<file path="src/rtl/core/short_block_spread_mask_macros.svh">
// assertion helpers for the short block spread mask
`ifndef SHORT_BLOCK_SPREAD_MASK_MACROS_SVH
`define SHORT_BLOCK_SPREAD_MASK_MACROS_SVH
// check that a condition implies a consequence in the same cycle
`define SBSM_ASSERT_IMPL(label, clk, rst_n, cond, cons) \
  label: assert property (@(posedge clk) disable iff (!rst_n) (cond) |-> (cons)) \
    else $error("assertion failed");
// check that a condition implies a consequence in the next cycle
`define SBSM_ASSERT_NEXT(label, clk, rst_n, cond, cons) \
  label: assert property (@(posedge clk) disable iff (!rst_n) (cond) |=> (cons)) \
    else $error("assertion failed");
`endif

</file>
<file path="src/rtl/core/sbsm_pkg.sv">
// ----------------------------------------------------------------------------
// sbsm_pkg
// types and constants shared by the short block spread mask modules
// ----------------------------------------------------------------------------
package sbsm_pkg;

  // sizes of the stores
  localparam int MAX_CODER_PARTS = 12;
  localparam int NUM_BINS        = 64;
  localparam int WEIGHT_DEPTH    = 1024;

  localparam logic [1:0] REQ_PART    = 2'd0;
  localparam logic [1:0] REQ_WEIGHT  = 2'd1;
  localparam logic [1:0] REQ_ENERGY  = 2'd2;
  localparam logic [1:0] REQ_COMPUTE = 2'd3;

  localparam logic [31:0] QUIET_HALF = 32'h0000_8000;
  localparam logic [31:0] SAT_MAX    = 32'hFFFF_FFFF;

  typedef struct packed {
    logic [1:0]  req_type;
    logic [9:0]  slot;
    logic [1:0]  block_sel;
    logic [5:0]  bin_offset;
    logic [6:0]  bin_count;
    logic [31:0] load_value;
    logic        prev_short;
  } sbsm_in_t;

  typedef struct packed {
    logic [3:0]  coder_part;
    logic [31:0] mask_first;
    logic [31:0] mask_second;
    logic [31:0] mask_third;
    logic        last;
  } sbsm_out_t;

  // controller to datapath commands
  typedef struct packed {
    logic load;       // store a load item
    logic start_part; // never driven; the table entry is read under init_part
    logic init_sum;   // reset coder partition sums
    logic init_part;  // reset partition sums, start the bin walk from table entry
    logic acc;        // accumulate one bin
    logic add_part;   // fold partition sums into coder sums
    logic fin_a;      // clamp stage a
    logic fin_b;      // clamp stage b
    logic fin_c;      // result stage
    logic clr_widx;   // reset weight index
  } sbsm_cmd_t;

  // datapath to controller status
  typedef struct packed {
    logic bins_done;  // all bins of the partition consumed
  } sbsm_stat_t;

  // saturating add of two unsigned words
  function automatic logic [31:0] sat_add(input logic [31:0] a, input logic [31:0] b);
    logic [32:0] s;
    s = {1'b0, a} + {1'b0, b};
    return s[32] ? SAT_MAX : s[31:0];
  endfunction

  // floor(x / 10) via reciprocal multiply, exact for 32-bit x
  function automatic logic [31:0] tenth(input logic [31:0] x);
    logic [66:0] p;
    p = {35'd0, x} * 67'h0_CCCC_CCCD;
    return p[66:35];
  endfunction

endpackage

</file>
<file path="src/rtl/core/sbsm_ctrl.sv">
// ----------------------------------------------------------------------------
// sbsm_ctrl
// sequencer: walks coder partitions, model partitions and bins
// ----------------------------------------------------------------------------
module sbsm_ctrl
  import sbsm_pkg::*;
(
  input  logic       clk_i,
  input  logic       rst_ni,
  input  logic       in_valid_i,
  input  logic [1:0] in_req_i,
  input  logic [4:0] part_cnt_i,
  input  logic       out_free_i,
  input  sbsm_stat_t stat_i,
  output logic       in_stall_o,
  output sbsm_cmd_t  cmd_o,
  output logic [5:0] tab_idx_o,
  output logic [4:0] cpart_o,
  output logic       last_o,
  output logic       busy_o
);

  localparam int ModelParts = 2 * MAX_CODER_PARTS;

  localparam logic [2:0] S_IDLE = 3'd0;
  localparam logic [2:0] S_PART = 3'd1;
  localparam logic [2:0] S_BINS = 3'd2;
  localparam logic [2:0] S_FA   = 3'd3;
  localparam logic [2:0] S_FB   = 3'd4;
  localparam logic [2:0] S_FC   = 3'd5;
  localparam logic [2:0] S_OUT  = 3'd6;

  logic [2:0] state_q, state_d;
  logic [4:0] cp_q, cp_d;
  logic       half_q, half_d;
  logic [4:0] mparts;
  logic [5:0] npart;

  // model partitions this frame, capped at ModelParts; coder partitions are half, rounded up
  always_comb begin
    npart = {1'b0, part_cnt_i};
    if (npart > 6'(ModelParts)) npart = 6'(ModelParts);
  end
  assign mparts = 5'((npart + 6'd1) >> 1);

  assign in_stall_o = (state_q != S_IDLE);
  assign busy_o     = (state_q != S_IDLE);
  assign tab_idx_o  = {cp_q, half_q};
  assign cpart_o    = cp_q;
  assign last_o     = (cp_q + 5'd1 == mparts);

  // next state and commands
  always_comb begin
    state_d = state_q;
    cp_d    = cp_q;
    half_d  = half_q;
    cmd_o   = '0;
    unique case (state_q)
      S_IDLE: begin
        if (in_valid_i) begin
          if (in_req_i == REQ_COMPUTE) begin
            if (npart != 6'd0) begin
              state_d = S_PART;
              cp_d = '0;
              half_d = 1'b0;
              cmd_o.clr_widx = 1'b1;
              cmd_o.init_sum = 1'b1;
            end
          end else begin
            cmd_o.load = 1'b1;
          end
        end
      end
      S_PART: begin
        cmd_o.init_part = 1'b1;
        state_d = S_BINS;
      end
      S_BINS: begin
        if (stat_i.bins_done) begin
          cmd_o.add_part = 1'b1;
          if (half_q) begin
            state_d = S_FA;
          end else begin
            half_d = 1'b1;
            state_d = S_PART;
          end
        end else begin
          cmd_o.acc = 1'b1;
        end
      end
      S_FA: begin
        cmd_o.fin_a = 1'b1;
        state_d = S_FB;
      end
      S_FB: begin
        cmd_o.fin_b = 1'b1;
        state_d = S_FC;
      end
      S_FC: begin
        if (out_free_i) begin
          cmd_o.fin_c = 1'b1;
          state_d = S_OUT;
        end
      end
      S_OUT: begin
        if (last_o) begin
          state_d = S_IDLE;
        end else begin
          cp_d = cp_q + 5'd1;
          half_d = 1'b0;
          cmd_o.init_sum = 1'b1;
          state_d = S_PART;
        end
      end
      default: state_d = S_IDLE;
    endcase
  end

  // sequencer registers
  always_ff @(posedge clk_i or negedge rst_ni) begin
    if (!rst_ni) begin
      state_q <= S_IDLE;
      cp_q    <= '0;
      half_q  <= 1'b0;
    end else begin
      state_q <= state_d;
      cp_q    <= cp_d;
      half_q  <= half_d;
    end
  end

endmodule

</file>
<file path="config.mk">
export PLATFORM = sky130hd
export DESIGN_NAME = sbsm_ctrl
export DESIGN_NICKNAME = d
export VERILOG_FILES = /design/src/rtl/core/short_block_spread_mask_macros.svh /design/src/rtl/core/sbsm_pkg.sv /design/src/rtl/core/sbsm_ctrl.sv
export SDC_FILE = /design/constraint.sdc
export NUM_CORES = 1
export LEC_CHECK = 0
export ABC_AREA = 1
export BUFFER_PORTS_ARGS = -buffer_cell sky130_fd_sc_hd__buf_2
export CELL_PAD_IN_SITES_DETAIL_PLACEMENT = 1
export CELL_PAD_IN_SITES_GLOBAL_PLACEMENT = 1
export CORE_MARGIN = 2
export CORE_UTILIZATION = 37
export CTS_BUF_LIST = sky130_fd_sc_hd__clkbuf_4
export DETAILED_ROUTE_END_ITERATION = 6
export GPL_TIMING_DRIVEN = 0
export PLACE_DENSITY_LB_ADDON = 0.1
export SYNTH_ARGS = -nofsm -noshare
export SYNTH_HDL_FRONTEND = slang
export SYNTH_SLANG_ARGS = --single-unit
</file>
<file path="constraint.sdc">
create_clock -name clk_i -period 2.4 [get_ports clk_i]
set_input_delay 0.12 -clock clk_i [delete_from_list [all_inputs] [get_ports clk_i]]
set_output_delay 0.12 -clock clk_i [all_outputs]
set_load 0.005 [all_outputs]
</file>
== Yosys cells after proc, flatten, opt, wreduce, memory -nomap -nowiden ==
Index checks and enable logic that the tools add are counted.

* Register bits after elaboration: 9
* Output and inout bits: 24
* Logic and storage cells: 65

* $add $sub $neg: 2
* $lt $le $gt $ge: 1
* Eq/ne operators: 14
* Mux-type cells: 37
* Reduce and logical (&&, ||, !) cells: 8

{| class="wikitable"
|+ Operators by type and width
! operator !! count
|-
| $mux W5 || 5
|-
| $mux W1 || 21
|-
| $pmux W3 S7 || 1
|-
| $mux W3 || 5
|-
| $ne A2 B2 Y1 const B || 6
|-
| $pmux W5 S2 || 1
|-
| $reduce_and A5 Y1 || 2
|-
| $eq A3 B3 Y1 const B || 3
|-
| $add A6 B1 Y6 const B || 1
|-
| $eq A3 B2 Y1 const B || 2
|-
| $reduce_and A6 Y1 || 1
|-
| $reduce_bool A3 Y1 || 2
|-
| $reduce_bool A6 Y1 || 1
|-
| $add A5 B1 Y5 const B || 1
|-
| $eq A5 B5 Y1 || 1
|-
| $gt A5 B5 Y1 const B || 1
|-
| $mux W2 || 2
|-
| $eq A3 B1 Y1 const B || 1
|-
| $logic_not A3 Y1 || 1
|-
| $pmux W1 S3 || 1
|-
| $eq A2 B2 Y1 const B || 1
|-
| $pmux W1 S2 || 1
|-
| $reduce_bool A2 Y1 || 1
|}

== Longest topological paths before layout ==
Gate-level depths: netlist of run 1.

* Depth after elaboration: 7
* Gate-level depth with buffers: 15
* Gate-level depth less buffers: 15

== Worst setup path before layout of run 1 ==
OpenSTA, ideal clock, no wires.

* Path type: reg2reg
* From: reg cp_q[0] (netlist: cpart_o[0])
* To: reg cp_q[2] (netlist: cpart_o[2])
* Library setup time: 0.116 ns
* Arrival: 1.498 ns
* Data required time: 2.284 ns
* Slack: 0.785 ns
* Cell stages (with the launch flop): 14
* Period minus slack after synthesis: 1.615 ns
* Path through: dfrtp_1 > ha_1 > inv_2 > nand2_2 > nand2_2 > nand2_2 > nand2_1 > nand2_1 > nand2_2 > nand4_4 > nand2_4 > nand2_4 > nand2_2 > nand2_1

* Cells in the longest elaborated chain, start to end: 4

{| class="wikitable"
|+ RTL lines
! item !! RTL line !! RTL
|-
| start: declaration || sbsm_ctrl.sv:34 || <nowiki>logic [4:0] cp_q, cp_d;</nowiki>
|-
| start signal: assignment || sbsm_ctrl.sv:127 || <nowiki>cp_q <= cp_d;</nowiki>
|-
| $add A5 B1 Y5 * || sbsm_ctrl.sv:50, sbsm_ctrl.sv:109 ||
|-
| $eq A5 B5 Y1 || sbsm_ctrl.sv:50 || <nowiki>assign last_o = (cp_q + 5'd1 == mparts);</nowiki>
|-
| $ne A2 B2 Y1 (no source line) || - ||
|-
| $reduce_and A5 Y1 (no source line) || - ||
|}

Mark *: on every way between the ends. The rest lies on a longest branch, timed or not. The select of a mux whose other input is x is not followed.
A chain may end at the register's enable or synchronous reset.

==> insert_results.sql, run 1 <==
INSERT INTO impl_metrics (metric_group, metric, value, unit) VALUES
('synthesis', 'asyncSetResetFlopFracSynth', '100', '%'),
('detailed_routing', 'wire_per_inst', '12.1', 'um'),
('worst_setup_path', 'crit_required', '2.28', 'ns'),
('clocking', 'ctsRootBufferMaster', 'clkbuf_4', ''),
('synthesis', 'post_synth_inst_count', '153', ''),
('worst_setup_path', 'cp_cell_sequence', 'ha_1 -> nand2_2 -> nand2_2 -> nand2_2 -> nand2_1 -> nand2_1 -> nand2_2 -> nand4_4 -> nand2_4 -> nand2_4 -> buf_2', ''),
('finish', 'layout_common_cells', 'buf_2 (34), nand2_1 (30), inv_1 (24)', ''),
('worst_setup_path', 'cpMostUsedCell', 'nand2_2', ''),
('clocking', 'tritoncts_clock_tree', 'built', ''),
('synthesis', 'yosys_warnings', '0', ''),
('finish', 'layout.cells.most_common', 'buf_2', ''),
('synthesis', 'postSynth.topFlopCell', 'dfrtp_1', ''),
('synthesis', 'synth_fp_nets', '168', ''),
('finish', 'final.fill_count', '358', ''),
('worst_setup_path', 'critical-path-slowest-cell', 'dfrtp_1', ''),
('clocking', 'postCtsHoldBufs', '1', ''),
('global_route', 'largest_net_degree_at_the_start_of_global_routing', '10', ''),
('global_route', 'wire_length_of_the_first_global_routing_pass', '4570', 'um'),
('synthesis', 'synth_edf_count', '0', ''),
('global_route', 'grt_antenna_before_repair', '0', ''),
('floorplanning', 'placement_rows', '18', ''),
('worst_setup_path', 'critPathBufInv', '1', ''),
('min_path', 'worstHoldPathType', 'input pin to flop', ''),
('synthesis', 'netlist_cell_types', '28', ''),
('detailed_routing', 'drt_drc_violations_left', '0', ''),
('pwr', 'power.total', '0.00103', 'W'),
('sta', 'post_layout_min_period', '2.13', 'ns'),
('synthesis', 'ys_seq_area_share', '22.5', '%'),
('synthesis', 'synth_seq_cells', '9', ''),
('detailed_routing', 'vias_per_cell', '4.82', ''),
('finish', 'seq_area', '225', 'um^2'),
('worst_setup_path', 'critPathMaxFanout', '9', ''),
('floorplanning', 'floorplan.die.height', '56.0', 'um'),
('finish', 'nNetsFinal', '208', ''),
('pwr', 'vdd.ir_drop.worst', '601', 'uV'),
('sta', 'report.final.setup_viol', '0', ''),
('worst_setup_path', 'critical-path-max-stage-delay', '0.53', 'ns'),
('clocking', 'cts_inserted_buffers', '3', ''),
('detailed_routing', 'detailedRoute.firstPassIterationCount', '4', ''),
('finish', 'area_growth_syn_to_layout', '24.7', '%'),
('run_status', 'status', 'finished, final reports clean', ''),
('pwr', 'static-leakage-power', '0.741', 'nW'),
('detailed_routing', 'drt-total-wl', '2680', 'um'),
('global_route', 'grt_util_met1', '21.1', '%'),
('clocking', 'cts_max_path_buffers', '2', ''),
('flow_run', 'maxcap_viol_count', '0', ''),
('global_route', 'grt_overflow_total', '0', ''),
('global_route', 'groute.layer.met3.usage', '5.81', '%'),
('sta', 'timing_hold_violations_final', '0', ''),
('global_route', 'gr-usage-all-layers', '18.2', '%'),
('finish', 'antenna_cells', '0', ''),
('detailed_routing', 'vias', '1069', ''),
('clocking', 'clk_pin_slew_worst_paths', '0.06', 'ns'),
('floorplanning', 'die_area', '0.00314', 'mm^2'),
('finish', 'post_route_cells_drive_above_1_share', '39.6', '%'),
('pwr', 'pwr_dens', '827', 'mW/mm^2'),
('floorplanning', 'dieWidth', '56.0', 'um'),
('placement', 'finalWeightedCongestion', '0.772', ''),
('floorplanning', 'design.core.area', '0.00252', 'mm^2'),
('floorplanning', 'initial_core_util', '39.7', '%'),
('floorplanning', 'io_pins', '36', ''),
('sta', 'grt_setup_unrepaired', 'no', ''),
('global_route', 'use_met2', '32.4', '%'),
('worst_setup_path', 'timing.critical_path.arrival', '2.01', 'ns'),
('detailed_routing', 'first_iter_violations', '20', ''),
('synthesis', 'avgSynthCellArea', '6.55', 'um^2'),
('worst_setup_path', 'start_kind', 'flop', ''),
('global_route', 'grt.busiest_layer', 'met2', ''),
('placement', 'place.port_buffers', '34', ''),
('worst_setup_path', 'timing.setup.critical_path_class', 'flop to primary output', ''),
('worst_setup_path', 'path_delay_family', 'simple AND/OR/NAND/NOR gates', '');
## registers in the layout, indices dropped and copies added (netlist names)
| register | flops |
|---|---|
| state_q | 3 |
| half_q | 1 |
| cpart_o | 5 |
## tightest hold or removal path: cells and delay by family
family | cells | cell delay [ns]
buf+inv | 3 | 0.20
simple gates | 2 | 0.09
## synth_stat cells (3+ instances only)
master   count  area (um^2)
ha_1         3         37.5
buf_4        8         60.1
nor2_2       3         18.8
a21oi_1      4         20.0
nand2_2     10         62.6
inv_1       24         90.1
nor2_1      15         56.3
nand4_1      7         43.8
nand3_1     13         65.1
nand2_1     30          113
dfrtp_1      9          225
inv_2        6         22.5
## report_power, final
part	internal (W)	leakage (nW)	switching, W
clock network	0.0000755	0.0184	0.0000558
registers	0.000203	0.118	0.0000739
logic	0.000264	0.604	0.000362
## metal layers
layer | wire [um] | vias up | share of wire, %
li1 | - | 550 | -
met1 | 1140 | 488 | 43
met2 | 1380 | 29 | 51
met3 | 145 | 2 | 5.4
met4 | 17 | 0 | 0.63
met5 | 0 | - | 0
## layout make-up
cell class	count	share of cell area, %
clock buffer	4	2.40
multi-input combinational	104	47.0
timing repair buffer	35	14.4
buffer	9	5.71
sequential	9	18.0
inverter	31	9.41
tap	30	3.00
## metrics by stage
| step | cells | area (um^2) | utilization (%) | hold slack [ns] | setup slack [ns] |
|---|---|---|---|---|---|
| finish | 222 | 1250 | 49.6 | 0.191 | 0.274 |
| global route | 222 | 1250 | 49.6 | 0.215 | 0.0828 |
| CTS | 222 | 1250 | 49.6 | 0.189 | 0.254 |
| detailed placement | 217 | 1210 | 48.0 | -0.0115 | 0.546 |
| global placement | 217 | 1210 | 48.0 | -0.0186 | 0.599 |
| floorplan | 153 | 1000 | - | -0.176 | 0.785 |
## path summary, 6_finish.rpt
kind / start / to / slack [ns] / cells after the start
min in group asynchronous: rst_ni / half_q / 0.24 / 2
max in group asynchronous: rst_ni / cpart_o[0] / 1.98 / 2
hold reg to reg: half_q / half_q / 0.53 / 2
setup / recovery: cpart_o[0] / cmd_o[7] / 0.27 / 11
setup reg to reg: cpart_o[0] / cpart_o[2] / 0.59 / 12
hold / removal: stat_i / half_q / 0.19 / 5
## kinds of logic after synthesis
kind of cell	Yosys count	synth area share [%]
buffers and inverters	40	18.9
other	1	0.374
adders and majority gates	3	3.75
and+or+nand+nor	88	47.2
xor gates and xnor gates	1	0.874
AOI/OAI and AO/OA	11	6.49
DFF	9	22.5
Power figures use the tool's default switching activity.
==> run 2, diff against run 1 <==
==> constraint.sdc (replaced) <==
create_clock -name clk_i -period 2.4 [get_ports clk_i]
set_input_delay 0.24 -clock clk_i [delete_from_list [all_inputs] [get_ports clk_i]]
set_output_delay 0.24 -clock clk_i [all_outputs]
set_load 0.005 [all_outputs]
==> run 2 against run 1 <==
  * Via count is the same
  * First-iteration DRC count is the same
  * Non-clock buffer count is the same
  * Critical path depth grew 1
  * Critical endpoint unchanged
  * Largest cell class unchanged
==> insert_results.sql, run 2 (same netlist as run 1, synthesis figures left out) <==
INSERT INTO impl_metrics (metric_group, metric, value, unit) VALUES
('finish', 'multi_input_comb_area', '588', 'um^2'),
('pwr', 'static-leakage-power', '0.739', 'nW'),
('clocking', 'h-tree-depth', '1', ''),
('clocking', 'cts.repair_timing.setup_buffer_count', '0', ''),
('floorplanning', 'design.core.area', '0.00252', 'mm^2'),
('worst_setup_path', 'crit_required', '2.16', 'ns'),
('detailed_routing', 'drtAntennaViolNets', '0', ''),
('sta', 'finalSetupTns', '0', 'ns'),
('finish', 'post_route_cells_drive_above_1_share', '40.1', '%'),
('worst_setup_path', 'cp_cell_sequence', 'ha_1 -> inv_2 -> nand2_2 -> nand2_2 -> nand2_2 -> nand2_1 -> nand2_1 -> nand2_2 -> nand4_4 -> nand2_4 -> nand2_4 -> buf_2', ''),
('finish', 'seq_area', '226', 'um^2'),
('worst_setup_path', 'critPathCaptureType', 'primary output', ''),
('worst_setup_path', 'critical-path-slowest-cell', 'dfrtp_2', ''),
('global_route', 'grt_overflow_total', '0', ''),
('floorplanning', 'die_area', '0.00314', 'mm^2'),
('worst_setup_path', 'start_kind', 'flop', ''),
('clocking', 'cts.sinks', '9', ''),
('global_route', 'grt_antenna_before_repair', '0', ''),
('finish', 'utilization', '49.6', '%'),
('sta', 'finalMaxSlewViolations', '0', ''),
('finish', 'final_area', '0.00125', 'mm^2'),
('pwr', 'pwr_dens', '828', 'mW/mm^2'),
('sta', 'skew', '0.00439', 'ns'),
('sta', 'report.final.setup_viol', '0', ''),
('worst_setup_path', 'cpMostUsedCell', 'nand2_2', ''),
('clocking', 'cts_inserted_buffers', '3', ''),
('placement', 'postPlaceCellArea', '0.00121', 'mm^2'),
('finish', 'nNetsFinal', '208', ''),
('floorplanning', 'initial_core_util', '39.7', '%'),
('global_route', 'largest_net_degree_at_the_start_of_global_routing', '10', ''),
('worst_setup_path', 'timing.setup.critical_path_class', 'flop to primary output', ''),
('detailed_routing', 'first_iter_violations', '20', ''),
('sta', 'min_period_over_period', '91.3', '%'),
('worst_setup_path', 'timing.critical_path.arrival', '1.95', 'ns'),
('finish', 'antenna_cells', '0', ''),
('sta', 'grt_setup_unrepaired', 'no', ''),
('detailed_routing', 'vias', '1069', ''),
('floorplanning', 'dieWidth', '56.0', 'um'),
('detailed_routing', 'vias_per_cell', '4.82', ''),
('finish', 'area_growth_syn_to_layout', '24.8', '%'),
('detailed_routing', 'wire_per_inst', '12.1', 'um'),
('floorplanning', 'floorplan.die.height', '56.0', 'um'),
('clocking', 'tritoncts_clock_tree', 'built', ''),
('floorplanning', 'placement_rows', '18', ''),
('detailed_routing', 'detailedRoute.firstPassIterationCount', '4', ''),
('finish', 'layout.cells.most_common', 'buf_2', ''),
('worst_setup_path', 'path_delay_family', 'simple AND/OR/NAND/NOR gates', ''),
('clocking', 'clk_pin_slew_worst_paths', '0.06', 'ns'),
('detailed_routing', 'drt-total-wl', '2680', 'um'),
('clocking', 'clock_latency', '0.27', 'ns'),
('clocking', 'cts_max_path_buffers', '2', ''),
('sta', 'clock.fmax', '456', 'MHz'),
('floorplanning', 'io_pins', '36', ''),
('global_route', 'wire_length_of_the_first_global_routing_pass', '4570', 'um'),
('global_route', 'gr-usage-all-layers', '18.2', '%'),
('run_status', 'status', 'finished, final reports clean', ''),
('placement', 'finalWeightedCongestion', '0.772', ''),
('global_route', 'first_global_vias', '1059', ''),
('worst_setup_path', 'critical-path-max-stage-delay', '0.48', 'ns'),
('finish', 'largest_register_ff_count', '5', ''),
('finish', 'layout_common_cells', 'buf_2 (34), nand2_1 (30), inv_1 (24)', ''),
('clocking', 'ctsRootBufferMaster', 'clkbuf_4', ''),
('worst_setup_path', 'critPathMaxFanout', '9', ''),
('finish', 'final.fill_count', '357', ''),
('min_path', 'worstHoldPathType', 'input pin to flop', ''),
('flow_run', 'maxcap_viol_count', '0', ''),
('pwr', 'vdd.ir_drop.worst', '603', 'uV'),
('sta', 'post_layout_min_period', '2.19', 'ns'),
('detailed_routing', 'drt_drc_violations_left', '0', ''),
('placement', 'detailed_place_hpwl', '2220', 'um'),
('placement', 'place.port_buffers', '34', ''),
('sta', 'timing_hold_violations_final', '0', ''),
('worst_setup_path', 'critPathBufInv', '2', '');
run 2: changes by cell type in the layout (fill, tap and decap cells not counted):
cell / before / now
dfrtp_1: 9 / 8
dfrtp_2: 0 / 1
run 2: timing repair:
| item | 4_1_cts | 5_1_grt |
|---|---|---|
| resized for setup | 0 | 1 |
| hold buffers | 1 | 0 |
| setup endpoints to repair | 0 | 1 |
| hold endpoints to repair | 9 | 0 |
run 2: routing by layer:
metal,track usage [%],part of all wire (%),vias up
met4,3.74,0.63,0
met5,0,0,-
met3,5.81,5.4,2
met1,21.1,43,488
li1,-,-,550
met2,32.4,51,29
run 2: area by class of cell:
cell class	count	area share, %
Multi-Input combinational cell	104	47.0
Sequential cell	9	18.1
Timing Repair Buffer	35	14.4
Inverter	31	9.40
Buffer	9	5.70
Tap cell	30	3.00
Clock buffer	4	2.40
run 2: stage by stage:
step / power (W) / hold WS, ns / worst slack (ns) / cells
2_1_floorplan: 0.000699 / -0.0556 / 0.740 / 153
3_3_place_gp: 0.000880 / 0.101 / 0.399 / 217
3_5_place_dp: 0.000904 / 0.109 / 0.347 / 217
4_1_cts: 0.00105 / 0.309 / 0.134 / 222
5_1_grt: 0.00114 / 0.335 / 0.0295 / 222
6_report: 0.00104 / 0.311 / 0.208 / 222
run 2: power by group:
group	switching [W]	total, W	internal (W)
sequential	0.0000739	0.000278	0.000204
clock	0.0000558	0.000131	0.0000755
combinational	0.000362	0.000626	0.000264
total	0.000491	0.00104	0.000544
run 2: final timing paths:
kind,startpoint,end,slack [ns],depth (start not counted)
worst min-delay path,stat_i,half_q,0.31,5
worst max register to register,cpart_o[0],cpart_o[2],0.64,13
worst min register to register,half_q,half_q,0.53,2
worst max-delay path,cpart_o[0],cmd_o[7],0.21,12
min in group asynchronous,rst_ni,half_q,0.36,2
max in group asynchronous,rst_ni,cpart_o[0],1.84,2
run 2: worst register-to-register path, stage by stage (launching register included):
cell and delay [ns]:
dfrtp_2 0.48, ha_1 0.29, inv_2 0.07, nand2_2 0.06
nand2_2 0.08, nand2_2 0.07, nand2_1 0.08, nand2_1 0.07
nand2_2 0.07, nand4_4 0.12, nand2_4 0.13, nand2_4 0.05
nand2_2 0.05, nand2_1 0.04
